## src/rtl/core/pkcf_pkg.sv

```systemverilog
// Shared types and constants for the per-key cooldown filter.
`default_nettype none
package pkcf_pkg;

  // Packed stream widths, whole bytes, and configuration port widths
  localparam int unsigned IN_TDATA_W  = 120;
  localparam int unsigned OUT_TDATA_W = 16;
  localparam int unsigned CFG_INDEX_W = 2;
  localparam int unsigned CFG_DATA_W  = 32;

  localparam logic [16:0] SECS_PER_DAY  = 17'd86400;
  localparam logic [16:0] SECS_PER_HOUR = 17'd3600;
  localparam logic [16:0] SECS_PER_MIN  = 17'd60;

  // reciprocals, rounded up: x / d = (x * RECIP) >> shift over the whole input range
  localparam logic [25:0] DAY_RECIP   = 26'd50903317;  // 2^35 / 675, upper 25 bits of secs
  localparam logic [17:0] HOUR_RECIP  = 18'd149131;    // 2^29 / 3600
  localparam logic [12:0] MIN_RECIP   = 13'd4370;      // 2^18 / 60
  localparam logic [2:0]  TOD_LATENCY = 3'd7;

  localparam logic [CFG_INDEX_W-1:0] CFG_DIRECT_MODE = 2'd0;
  localparam logic [CFG_INDEX_W-1:0] CFG_COOLDOWN    = 2'd1;
  localparam logic [CFG_INDEX_W-1:0] CFG_ZONE_OFFSET = 2'd2;

  localparam logic [31:0] COOLDOWN_RESET = 32'd300;

  typedef enum logic [2:0] {
    OUT_SENT      = 3'd0,
    OUT_MODE_OFF  = 3'd1,
    OUT_LINK_DOWN = 3'd2,
    OUT_NO_CLOCK  = 3'd3,
    OUT_COOLDOWN  = 3'd4,
    OUT_REFUSED   = 3'd5
  } outcome_t;

  typedef enum logic [1:0] {
    ST_IDLE,
    ST_SCAN,
    ST_FINISH
  } top_state_t;

  typedef struct packed {
    logic       done;
    logic [4:0] hour;
    logic [5:0] minute;
  } tod_res_t;

  typedef struct packed {
    logic [31:0] stamp;
    logic [15:0] key_high;
    logic [63:0] key_low;
  } entry_t;

endpackage
`default_nettype wire

```

## src/rtl/core/per_key_cooldown_filter_top.sv

```systemverilog
// Per-card cooldown filter: table scan in a single-port memory plus time-of-day unit.
// A tap refused for mode off, link down or a zero clock goes straight from the request to
// the finishing state, which loads its result. Any other tap walks the table, reading one
// entry a cycle from the synchronous memory, while the time-of-day unit works out hour and
// minute from the same request. The scan is left once the walk is complete and hour and
// minute are ready, and a finishing state then loads the result; it waits there while the
// output register is still full and not taken. The table is cleared at reset through
// per-entry valid bits, so no clearing pass is needed. The result sits in an output
// register, so a new tap is taken while the last result waits.
`default_nettype none
module per_key_cooldown_filter_top #(
  parameter int unsigned TABLE_ENTRIES = 12
) (
  input  wire logic                               clk,
  input  wire logic                               rst_n,
  // in_tdata: card_key_low[63:0], card_key_high[79:64], now_seconds[111:80],
  //           link_ready[112], queue_accepts[113], zero pad [119:114]
  input  wire logic                               in_tvalid,
  output logic                                    in_tready,
  input  wire logic [pkcf_pkg::IN_TDATA_W-1:0]    in_tdata,
  // out_tdata: notified[0], outcome[3:1], local_hour[8:4], local_minute[14:9], zero pad [15]
  output logic                                    out_tvalid,
  input  wire logic                               out_tready,
  output logic [pkcf_pkg::OUT_TDATA_W-1:0]        out_tdata,
  input  wire logic                               cfg_wr_en,
  input  wire logic [pkcf_pkg::CFG_INDEX_W-1:0]   cfg_index,
  input  wire logic [pkcf_pkg::CFG_DATA_W-1:0]    cfg_wdata
);
  import pkcf_pkg::*;

  localparam int unsigned IDX_W = (TABLE_ENTRIES > 1) ? $clog2(TABLE_ENTRIES) : 1;
  localparam int unsigned CNT_W = $clog2(TABLE_ENTRIES + 1);
  localparam logic [CNT_W-1:0] CNT_LAST = CNT_W'(TABLE_ENTRIES);
  localparam logic [IDX_W-1:0] IDX_LAST = IDX_W'(TABLE_ENTRIES - 1);

  // configuration
  logic        direct_mode_r;
  logic [31:0] cooldown_r;
  logic [17:0] zone_r;

  // request fields
  logic [63:0] in_key_low;
  logic [15:0] in_key_high;
  logic [31:0] in_now;
  logic        in_link;
  logic        in_accepts;
  logic        in_fire;

  // held request
  logic [63:0] key_low_r;
  logic [15:0] key_high_r;
  logic [31:0] now_r;
  logic        accepts_r;
  logic        early_r;
  outcome_t    early_code_r;

  logic        early_w;
  outcome_t    early_code_w;
  logic [31:0] local_w;

  top_state_t  state_r, state_nxt;

  // table memory
  entry_t                   mem [TABLE_ENTRIES];
  logic [TABLE_ENTRIES-1:0] valid_r;
  entry_t                   rd_entry_r;
  logic                     rd_valid_r;
  logic                     rd_pend_r;
  logic                     rd_en;
  logic [IDX_W-1:0]         rd_addr;
  logic                     mem_we;
  logic [CNT_W-1:0]         issue_cnt_r;
  logic [IDX_W-1:0]         ptr_r;
  logic                     hit_r;
  logic                     match;
  logic                     scan_done;
  logic [31:0]              age;

  tod_res_t    tod_res;
  logic        tod_start;

  logic                   out_valid_r;
  logic [OUT_TDATA_W-1:0] out_data_r;
  logic                   out_free;
  logic                   out_load;
  logic                   res_notified;
  outcome_t               res_outcome;
  logic [4:0]             res_hour;
  logic [5:0]             res_minute;

  assign in_key_low  = in_tdata[63:0];
  assign in_key_high = in_tdata[79:64];
  assign in_now      = in_tdata[111:80];
  assign in_link     = in_tdata[112];
  assign in_accepts  = in_tdata[113];
  assign in_fire     = in_tvalid && in_tready;

  always_comb begin
    early_w      = 1'b1;
    early_code_w = OUT_MODE_OFF;
    if (!direct_mode_r) begin
      early_code_w = OUT_MODE_OFF;
    end else if (!in_link) begin
      early_code_w = OUT_LINK_DOWN;
    end else if (in_now == 32'd0) begin
      early_code_w = OUT_NO_CLOCK;
    end else begin
      early_w = 1'b0;
    end
  end

  assign local_w = in_now + {{14{zone_r[17]}}, zone_r};

  always_ff @(posedge clk) begin
    if (!rst_n) begin
      direct_mode_r <= 1'b1;
      cooldown_r    <= COOLDOWN_RESET;
      zone_r        <= 18'd0;
    end else if (cfg_wr_en) begin
      case (cfg_index)
        CFG_DIRECT_MODE: direct_mode_r <= cfg_wdata[0];
        CFG_COOLDOWN:    cooldown_r    <= cfg_wdata;
        CFG_ZONE_OFFSET: zone_r        <= cfg_wdata[17:0];
        default: ;
      endcase
    end
  end

  // next state
  always_comb begin
    state_nxt = state_r;
    case (state_r)
      ST_IDLE:   if (in_fire) state_nxt = early_w ? ST_FINISH : ST_SCAN;
      ST_SCAN:   if (scan_done && tod_res.done) state_nxt = ST_FINISH;
      ST_FINISH: if (out_free) state_nxt = ST_IDLE;
      default:   state_nxt = ST_IDLE;
    endcase
  end

  // control outputs
  always_comb begin
    in_tready = (state_r == ST_IDLE);
    rd_en     = (state_r == ST_SCAN) && (issue_cnt_r != CNT_LAST);
    out_load  = (state_r == ST_FINISH) && out_free;
    tod_start = in_fire && !early_w;
  end

  assign out_free  = !out_valid_r || out_tready;
  assign rd_addr   = issue_cnt_r[IDX_W-1:0];
  assign scan_done = (issue_cnt_r == CNT_LAST) && !rd_pend_r;
  assign mem_we    = out_load && !early_r && !hit_r && accepts_r;

  assign age   = now_r - rd_entry_r.stamp;
  assign match = rd_valid_r && (rd_entry_r.stamp != 32'd0) &&
                 (rd_entry_r.key_low == key_low_r) && (rd_entry_r.key_high == key_high_r) &&
                 (age < cooldown_r);

  always_ff @(posedge clk) begin
    if (!rst_n) begin
      state_r     <= ST_IDLE;
      valid_r     <= '0;
      ptr_r       <= '0;
      rd_pend_r   <= 1'b0;
      issue_cnt_r <= '0;
      hit_r       <= 1'b0;
      out_valid_r <= 1'b0;
    end else begin
      state_r   <= state_nxt;
      rd_pend_r <= rd_en;
      if (in_fire) begin
        issue_cnt_r <= '0;
        hit_r       <= 1'b0;
      end else begin
        if (rd_en) issue_cnt_r <= issue_cnt_r + CNT_W'(1);
        if (rd_pend_r && match) hit_r <= 1'b1;
      end
      if (mem_we) begin
        valid_r[ptr_r] <= 1'b1;
        ptr_r          <= (ptr_r == IDX_LAST) ? '0 : (ptr_r + IDX_W'(1));
      end
      if (out_load) begin
        out_valid_r <= 1'b1;
      end else if (out_tready) begin
        out_valid_r <= 1'b0;
      end
    end
  end

  always_ff @(posedge clk) begin
    if (in_fire) begin
      key_low_r    <= in_key_low;
      key_high_r   <= in_key_high;
      now_r        <= in_now;
      accepts_r    <= in_accepts;
      early_r      <= early_w;
      early_code_r <= early_code_w;
    end
  end

  // single-port table, registered read
  always_ff @(posedge clk) begin
    if (mem_we) begin
      mem[ptr_r] <= '{stamp: now_r, key_high: key_high_r, key_low: key_low_r};
    end
    if (rd_en) begin
      rd_entry_r <= mem[rd_addr];
      rd_valid_r <= valid_r[rd_addr];
    end
  end

  pkcf_tod u_tod (
    .clk        (clk),
    .rst_n      (rst_n),
    .start      (tod_start),
    .local_secs (local_w),
    .res        (tod_res)
  );

  always_comb begin
    res_notified = 1'b0;
    res_hour     = 5'd0;
    res_minute   = 6'd0;
    if (early_r) begin
      res_outcome = early_code_r;
    end else if (hit_r) begin
      res_outcome = OUT_COOLDOWN;
    end else begin
      res_hour   = tod_res.hour;
      res_minute = tod_res.minute;
      if (accepts_r) begin
        res_outcome  = OUT_SENT;
        res_notified = 1'b1;
      end else begin
        res_outcome = OUT_REFUSED;
      end
    end
  end

  always_ff @(posedge clk) begin
    if (out_load) begin
      out_data_r <= {1'b0, res_minute, res_hour, res_outcome, res_notified};
    end
  end

  assign out_tvalid = out_valid_r;
  assign out_tdata  = out_data_r;

`ifndef SYNTHESIS
  a_ptr_range: assert property (@(posedge clk) disable iff (!rst_n)
    ptr_r <= IDX_LAST)
    else $error("replace pointer beyond table");
  a_notified_sent: assert property (@(posedge clk) disable iff (!rst_n)
    out_tvalid |-> (out_tdata[0] == (out_tdata[3:1] == OUT_SENT)))
    else $error("notified flag disagrees with outcome");
  a_early_finish: assert property (@(posedge clk) disable iff (!rst_n)
    (in_fire && !direct_mode_r) |=> state_r == ST_FINISH)
    else $error("mode-off request did not go straight to finish");
  a_write_clean: assert property (@(posedge clk) disable iff (!rst_n)
    mem_we |-> (state_r == ST_FINISH) && scan_done && tod_res.done)
    else $error("table written before scan and time of day complete");
  a_time_zero: assert property (@(posedge clk) disable iff (!rst_n)
    (out_tvalid && (out_tdata[3:1] == OUT_MODE_OFF || out_tdata[3:1] == OUT_LINK_DOWN ||
                    out_tdata[3:1] == OUT_NO_CLOCK || out_tdata[3:1] == OUT_COOLDOWN))
      |-> out_tdata[14:4] == 11'd0)
    else $error("time fields set on a refused tap");
`endif

endmodule
`default_nettype wire

```

## src/rtl/core/pkcf_tod.sv

```systemverilog
// Time-of-day unit: local seconds to hour and minute by reciprocal multiplication.
`default_nettype none
module pkcf_tod (
  input  wire logic              clk,
  input  wire logic              rst_n,
  input  wire logic              start,
  input  wire logic [31:0]       local_secs,
  output pkcf_pkg::tod_res_t     res
);
  import pkcf_pkg::*;

  logic [31:0] local_r;
  logic [50:0] day_prod_r;
  logic [31:0] day_base_r;
  logic [16:0] day_rem_r;
  logic [34:0] hour_prod_r;
  logic [16:0] hour_base_r;
  logic [11:0] hour_rem_r;
  logic [24:0] min_prod_r;
  logic [2:0]  cnt_r;
  logic        done_r;

  always_ff @(posedge clk) begin
    if (!rst_n) begin
      cnt_r  <= 3'd0;
      done_r <= 1'b0;
    end else if (start) begin
      cnt_r  <= TOD_LATENCY;
      done_r <= 1'b0;
    end else if (cnt_r != 3'd0) begin
      cnt_r  <= cnt_r - 3'd1;
      done_r <= (cnt_r == 3'd1);
    end
  end

  // one multiply or subtract per stage; every stage settles from the held input
  always_ff @(posedge clk) begin
    if (start) local_r <= local_secs;
    // 86400 = 675 * 128, so the day count is the upper 25 bits over 675
    day_prod_r  <= {26'd0, local_r[31:7]} * {25'd0, DAY_RECIP};
    day_base_r  <= {16'd0, day_prod_r[50:35]} * {15'd0, SECS_PER_DAY};
    day_rem_r   <= 17'(local_r - day_base_r);
    hour_prod_r <= {18'd0, day_rem_r} * {17'd0, HOUR_RECIP};
    hour_base_r <= {12'd0, hour_prod_r[33:29]} * SECS_PER_HOUR;
    hour_rem_r  <= 12'(day_rem_r - hour_base_r);
    min_prod_r  <= {13'd0, hour_rem_r} * {12'd0, MIN_RECIP};
  end

  assign res.done   = done_r;
  assign res.hour   = hour_prod_r[33:29];
  assign res.minute = min_prod_r[23:18];

`ifndef SYNTHESIS
  a_done_idle: assert property (@(posedge clk) disable iff (!rst_n)
    done_r |-> cnt_r == 3'd0)
    else $error("time-of-day result flagged while unit busy");
  a_hour_range: assert property (@(posedge clk) disable iff (!rst_n)
    done_r |-> res.hour < 5'd24 && res.minute < 6'd60)
    else $error("time-of-day result out of range");
  a_start_idle: assert property (@(posedge clk) disable iff (!rst_n)
    start |-> cnt_r == 3'd0)
    else $error("time-of-day unit started while busy");
  a_start_load: assert property (@(posedge clk) disable iff (!rst_n)
    start |=> cnt_r == TOD_LATENCY && !done_r)
    else $error("time-of-day unit did not start counting");
`endif

endmodule
`default_nettype wire
```

## config.mk

```make
export PLATFORM = sky130hd
export DESIGN_NAME = per_key_cooldown_filter_top
export DESIGN_NICKNAME = d
export VERILOG_FILES = /design/src/rtl/core/pkcf_pkg.sv /design/src/rtl/core/per_key_cooldown_filter_top.sv /design/src/rtl/core/pkcf_tod.sv
export SDC_FILE = /design/constraint.sdc
export NUM_CORES = 2
export LEC_CHECK = 0
export BUFFER_PORTS_ARGS = -buffer_cell sky130_fd_sc_hd__buf_2
export CORE_MARGIN = 5
export CORE_UTILIZATION = 30
export CTS_CLUSTER_SIZE = 8
export DETAILED_ROUTE_END_ITERATION = 7
export SLEW_MARGIN = 10
export SYNTH_ARGS = -nofsm -noshare
export SYNTH_HDL_FRONTEND = slang
export SYNTH_SLANG_ARGS = --single-unit
```

## constraint.sdc

```tcl
create_clock -name clk -period 12.5 [get_ports clk]
set_input_delay 1.25 -clock clk [delete_from_list [all_inputs] [get_ports clk]]
set_output_delay 1.25 -clock clk [all_outputs]
set_load 0.05 [all_outputs]
```

Word level (Yosys, flattened, before mapping) --
Memories as Yosys holds them, arrays and structs flattened. A register that Yosys moved wholly into a read port is not among the register bits. Index checks and enable logic that the tools add are counted.
Cells by class: add/subtract/negate cells 7, $mul 5, $lt $le $gt $ge 4, equal/unequal tests 13, bitwise gates (word level) 2, multiplexer cells 25, reduce and logical (&&, ||, !) cells 36
Operators with widths (number):
- $eq 64x64->1 | 1
- $mul 25x26->51 const B | 1
- $mul 17x18->34 const B | 1
- $add 32x32->32 | 1
- $logic_not 32->1 | 1
- $lt 32x32->1 | 1
- $reduce_bool 32->1 | 1
- $sub 32x32->32 | 1
- $mul 12x12->23 const B | 1
- $sub 17x17->17 | 1
- $eq 16x16->1 | 1
- $mul 16x10->10 const B | 1
- $logic_and 1x1->1 | 15
- $mux 3 | 5
- $mux 2 | 6
- $or 12x12->12 | 1
- $sub 12x12->12 | 1
- $lt 4x5->1 const B | 2
- $mux 1 | 10
- $add 4x1->4 const B | 2
- $eq 4x4->1 const B | 2
- $mul 5x8->8 const B | 1
- $reduce_and 2->1 | 4
- $pmux 2 s3 | 1
- 19 further kinds | 30
Word-level totals: register bits after elaboration 400, memories kept 1, bits in writable memories 1344, bits of input ports 159
Memories:
- mem | words 12, width 112, rd ports 1, clocked after Yosys merged registers in 1, wr ports 1, line per_key_cooldown_filter_top.sv:64 | entry_t mem [TABLE_ENTRIES];

Longest topological paths before layout --
depth after elaboration 8, depth in mapped cells 25, gate-level depth less buffers 25

Modules after synthesis --
From an unflattened synthesis, not the netlist that was laid out.
Unflattened totals: cells, all modules 5241, area, all modules 84372.2 sq um
Modules (own cells, without submodules):
- per_key_cooldown_filter_top | area an instance 66042.1 sq um, cells an instance 3448, instances 1, sequential area each 49207.2 sq um
- pkcf_tod | area an instance 18330.1 sq um, cells an instance 1793, instances 1, sequential area each 2382.3 sq um

Worst setup path before layout --
No wires, ideal clock.
path kind input to register, start point in out_tready, end point mem mem[3][0] in the netlist's numbering (enable), cell stages on the path 5, slack 1.582 ns, arrival 10.193 ns, library setup time 0.726 ns, cells stage by stage nand2b_1 -> nor2b_1 -> and2_0 -> nand2_1 -> nor3_1
Between the ends: cells in the longest elaborated chain, start to end 7
RTL lines:
- start: declaration | line per_key_cooldown_filter_top.sv:23 | input wire logic out_tready,
- $logic_or 1x1->1 | line per_key_cooldown_filter_top.sv:148 | assign out_free = !out_valid_r || out_tready;
- $logic_and 1x1->1 | line per_key_cooldown_filter_top.sv:144 | out_load = (state_r == ST_FINISH) && out_free;
- via out_load | line per_key_cooldown_filter_top.sv:85 | logic out_load;
- $logic_and 1x1->1 (3 in a row) | line per_key_cooldown_filter_top.sv:151 | assign mem_we = out_load && !early_r && !hit_r && accepts_r;
- $mux 1 | line per_key_cooldown_filter_top.sv:202 | if (mem_we) begin
- $mux 1 (not written as such) | line per_key_cooldown_filter_top.sv:203 | mem[ptr_r] <= '{stamp: now_r, key_high: key_high_r, key_low: key_low_r};
- end: declaration | line per_key_cooldown_filter_top.sv:64
The timed path passes the listed nets, and every way through them passes these cells.

Worst setup path in the final report --
start point reg u_tod.local_r[11], end point reg u_tod.day_prod_r[44]
Between the ends: cells in the longest elaborated chain, start to end 1
RTL lines:
- start: declaration | line pkcf_tod.sv:12 | logic [31:0] local_r;
- start signal: assignment | line pkcf_tod.sv:38 | if (start) local_r <= local_secs;
- $mul 25x26->51 | line pkcf_tod.sv:40 | day_prod_r <= {26'd0, local_r[31:7]} * {25'd0, DAY_RECIP};
- end signal: assignment | line pkcf_tod.sv:40
- end: declaration | line pkcf_tod.sv:13 | logic [50:0] day_prod_r;
Every way passes these cells. A chain may end at the register's enable or synchronous reset.

==> impl_metrics.py <==
metrics = {
    "run_status": {
        "status": "finished clean",
    },
    "logic_synthesis": {
        "yosysTopAreaCellShare": 0.582,
        "async_flop_share": 0,
        "yosys.area.top_type": "edfxtp_1",
        "yosysWarnings": 0,
        "ys_seq_area_frac": 0.618,
        "netlist_top_cells_area": "edfxtp_1 (58%), mux4_2 (9.1%), ha_1 (9.1%), fa_1 (6.3%), dfxtp_1 (3.5%)",
        "netlist_instances": 5081,
        "synth-seq-cells": 1767,
        "synth_ff_type": "edfxtp_1",
        "syn_avg_cell_area_sq_um": 16.4,
        "ys_types": 78,
        "synth_edf_count": 1620,
        "synth_nets": 6107,
        "syn_area_sq_mm": 0.0835,
    },
    "clock_network": {
        "cts_tree": "done",
        "clkTransAtPathRegs_ns": 0.06,
        "clk_latency_ns": 0.88,
        "cts.sinks": 1767,
        "htreeDepth": 4,
        "cts_made_buffers": 248,
        "cts_hold_buf": 0,
        "clk_path_buf_depth": 4,
        "cts_root_buffer": "clkbuf_16",
        "cts_setup_buffers": 0,
        "cts_resized": 0,
    },
    "placement": {
        "dp_hpwl_mm": 130,
        "pre_cts_slack_ns": 5.56,
        "globalplace.congestion": 0.832,
        "port_buffers": 169,
    },
    "routing": {
        "drcViolationCount": 0,
        "post_drt_via_cell_ratio": 4.75,
        "drt_iter0_drc": 3079,
        "vias": 43800,
        "wl_per_cell_um": 22.4,
        "routed_wl_mm": 206,
        "first_pass_iters": 7,
        "drtAntennaViolNets": 0,
    },
    "finish": {
        "final_core_util": 0.346,
        "multi_input_area_sq_mm": 0.0292,
        "nFillCells": 26300,
        "layout-drive-gt1-share": 0.157,
        "fin_nets": 6445,
        "seq_area_sq_mm": 0.0516,
        "area_growth_pct": 14.6,
    },
    "sta": {
        "clock.fmax_mhz": 146,
        "fin_tns_setup_ns": 0,
        "maxSlewHeadroom": 0.240,
        "fin_ws_ns": 5.64,
        "finalCriticalPeriod_ns": 6.86,
        "rsz0062_at_grt": "no",
        "max_slew.worst_pin.slew_ns": 1.14,
        "final_hold_viol_count": 0,
        "fin_skew_ns": 0.0795,
        "timing.final.crit_share": 0.549,
        "drv_slew": 0,
        "setup_viol": 0,
    },
    "worst_setup_path": {
        "crit_path_end_kind": "flop",
        "timing.rr.end": "u_tod.day_prod_r[44]",
        "startpoint_type": "flop",
        "path_buf_inv": 4,
        "critical_path.max_fanout": 10,
        "crit_top_cell": "fa_1",
        "cp_slowest_cell": "edfxtp_1",
        "crit_type": "flop to flop",
        "r2r_slack_ns": 5.64,
        "r2r-start": "u_tod.local_r[11]",
        "required_ns": 13.17,
        "path_delay_family": "adder cells",
        "crit_path_max_incr_delay_ns": 0.76,
        "worstRegToRegCells": 22,
        "crit_arrival_ns": 7.54,
        "worstPathCellList": "ha_1 > inv_1 > fa_1 > fa_1 > inv_1 > fa_1 > ha_1 > fa_1 > inv_1 > fa_1 > inv_1 > ha_1 > a21o_1 > a21oi_1 > a2bb2oi_1 > o311a_1 > o21ai_1 > o31a_1 > a221o_1 > o21ai_2 > nor2_1 > or3_1",
    },
    "job": {
        "cap_violations": 0,
    },
    "power": {
        "finalPower_uw": 21300,
        "p_leak_uw": 0.0354,
        "powerDensity_mw_per_mm2": 222,
        "vdd.ir_drop.worst_v": 0.000359,
    },
    "floorplan": {
        "dieArea_sq_mm": 0.289,
        "pin_count": 177,
        "die_w_um": 538,
        "rows": 193,
        "die_h_um": 538,
        "core_area_sq_mm": 0.277,
        "start_util": 0.302,
    },
    "worst_hold_path": {
        "holdPathStages": 0,
        "holdCritPathClass": "flop to flop",
        "min_from": "u_tod.local_r[5]",
        "whs_endpoint": "u_tod.day_rem_r[5]",
    },
    "global_route": {
        "gr-total-overflow": 0,
        "grt_antenna_before_repair": 42,
        "grt_max_degree": 99,
        "grt_usage": 0.142,
        "grt_pass1_wl_mm": 307,
        "grt_pass1_vias": 46400,
    },
}
-- cell usage after synthesis (7+ instances only) --
| library cell | n |
|---|---|
| a211oi_1 | 7 |
| a21boi_0 | 53 |
| a21o_1 | 66 |
| a21oi_1 | 95 |
| a31oi_1 | 9 |
| and2_1 | 23 |
| and3_1 | 20 |
| buf_1 | 58 |
| clkbuf_1 | 76 |
| dfxtp_1 | 147 |
| edfxtp_1 | 1620 |
| fa_1 | 262 |
| ha_1 | 605 |
| inv_1 | 625 |
| mux2i_1 | 117 |
| mux4_2 | 339 |
| nand2_1 | 261 |
| nand2b_1 | 28 |
| nand3_1 | 16 |
| nand4_1 | 26 |
| nor2_1 | 65 |
| nor2b_1 | 21 |
| nor3_1 | 9 |
| nor4_1 | 30 |
| o21a_1 | 29 |
| o21ai_0 | 168 |
| o21bai_1 | 10 |
| o22ai_1 | 7 |
| o2bb2ai_1 | 8 |
| xnor2_1 | 119 |
| xor2_1 | 67 |
-- report_power, final --
part / leakage (uW) / internal (uW) / switching [uW]
logic: 0.0163 / 3820 / 4580
registers: 0.0159 / 6720 / 258
clock network: 0.00322 / 3560 / 2350
total: 0.0354 / 14100 / 7180
-- metrics by stage --
step / cells / cell area [sq um] / hold WS [ns]
after floorplan: 5081 / 83500 / 0.323
after global placement: 8874 / 89000 / 0.328
after detailed placement: 8874 / 89000 / 0.330
after CTS: 9208 / 95700 / 0.342
after global routing: 9209 / 95700 / 0.345
final: 9218 / 95700 / 0.339
-- flip-flops by register name (all words and copies together) (netlist names), 2 cells and up --
register / flops
mem: 1344
rd_entry_r: 112
key_low_r: 64
cooldown_r: 32
now_r: 32
u_tod.local_r: 32
zone_r: 18
u_tod.day_rem_r: 17
key_high_r: 16
out_tdata: 15
valid_r: 12
u_tod.hour_rem_r: 11
u_tod.day_base_r: 10
u_tod.day_prod_r: 10
u_tod.hour_base_r: 7
u_tod.hour_prod_r: 6
u_tod.min_prod_r: 6
issue_cnt_r: 4
ptr_r: 4
u_tod.cnt_r: 3
early_code_r: 2
state_r: 2
-- cell usage in the layout, fill, tap and decap left out, types with 8 or more instances in the layout --
master     count
nor4_1        30
a31oi_1        9
nand2_1      261
o2bb2ai_1      8
nand2b_1      28
and3_4        11
a21oi_1       95
clkbuf_1      76
buf_4         52
o21bai_1      10
buf_2        169
inv_1        624
a21o_1        66
dfxtp_1      143
xor2_1        67
and2_1        23
diode_2       10
mux2i_1      117
nor3_1         8
clkbuf_16    250
and3_1         9
o21a_1        29
fa_1         262
o21ai_0      168
xnor2_1      119
nor2b_1       19
a21boi_0      53
nand4_1       26
nor2_1        64
mux4_2       339
ha_1         605
edfxtp_1    1620
nand3_1       16
-- routing by layer --
layer,share of wire,up-vias,global-route usage
met3,0.049,348,0.0184
met2,0.50,1127,0.244
li1,-,19600,-
met5,0.00033,-,0
met4,0.030,10,0.0444
met1,0.42,22800,0.187
-- layout make-up --
cell class              instances  area share
diodes                         10    0.000261
inverters                     626      0.0247
clock inverters                 7     0.00106
repair buffers                223      0.0133
multi-input cells            2553       0.305
clock buffers                 327      0.0685
well taps                    3705      0.0484
flip-flops and latches       1767       0.539
-- worst max-delay path by stage --
stage / slack (ns) / cells after the start / startpoint / end
after floorplan: 1.58 / 5 / out_tready / mem[3][0]
after global placement: 5.57 / 22 / u_tod.local_r[11] / u_tod.day_prod_r[44]
after detailed placement: 5.56 / 22 / u_tod.local_r[11] / u_tod.day_prod_r[44]
after CTS: 5.53 / 22 / u_tod.local_r[11] / u_tod.day_prod_r[44]
after global routing: 5.22 / 22 / u_tod.local_r[11] / u_tod.day_prod_r[44]
final: 5.64 / 22 / u_tod.local_r[11] / u_tod.day_prod_r[44]
-- logic make-up (layout without fill, tap and decap cells) --
kind of cell | count (synthesis) | after routing | synth area share
flops | 1767 | 1767 | 0.618
fa+ha+maj | 867 | 867 | 0.153
compound gates | 520 | 520 | 0.0403
other cells | 1 | 11 | 0.0000449
mux | 457 | 457 | 0.106
simple gates | 522 | 522 | 0.0293
buf+inv | 761 | 1183 | 0.0342
xor+xnor | 186 | 186 | 0.0195
Note: power is estimated with default switching activity, not from simulation.
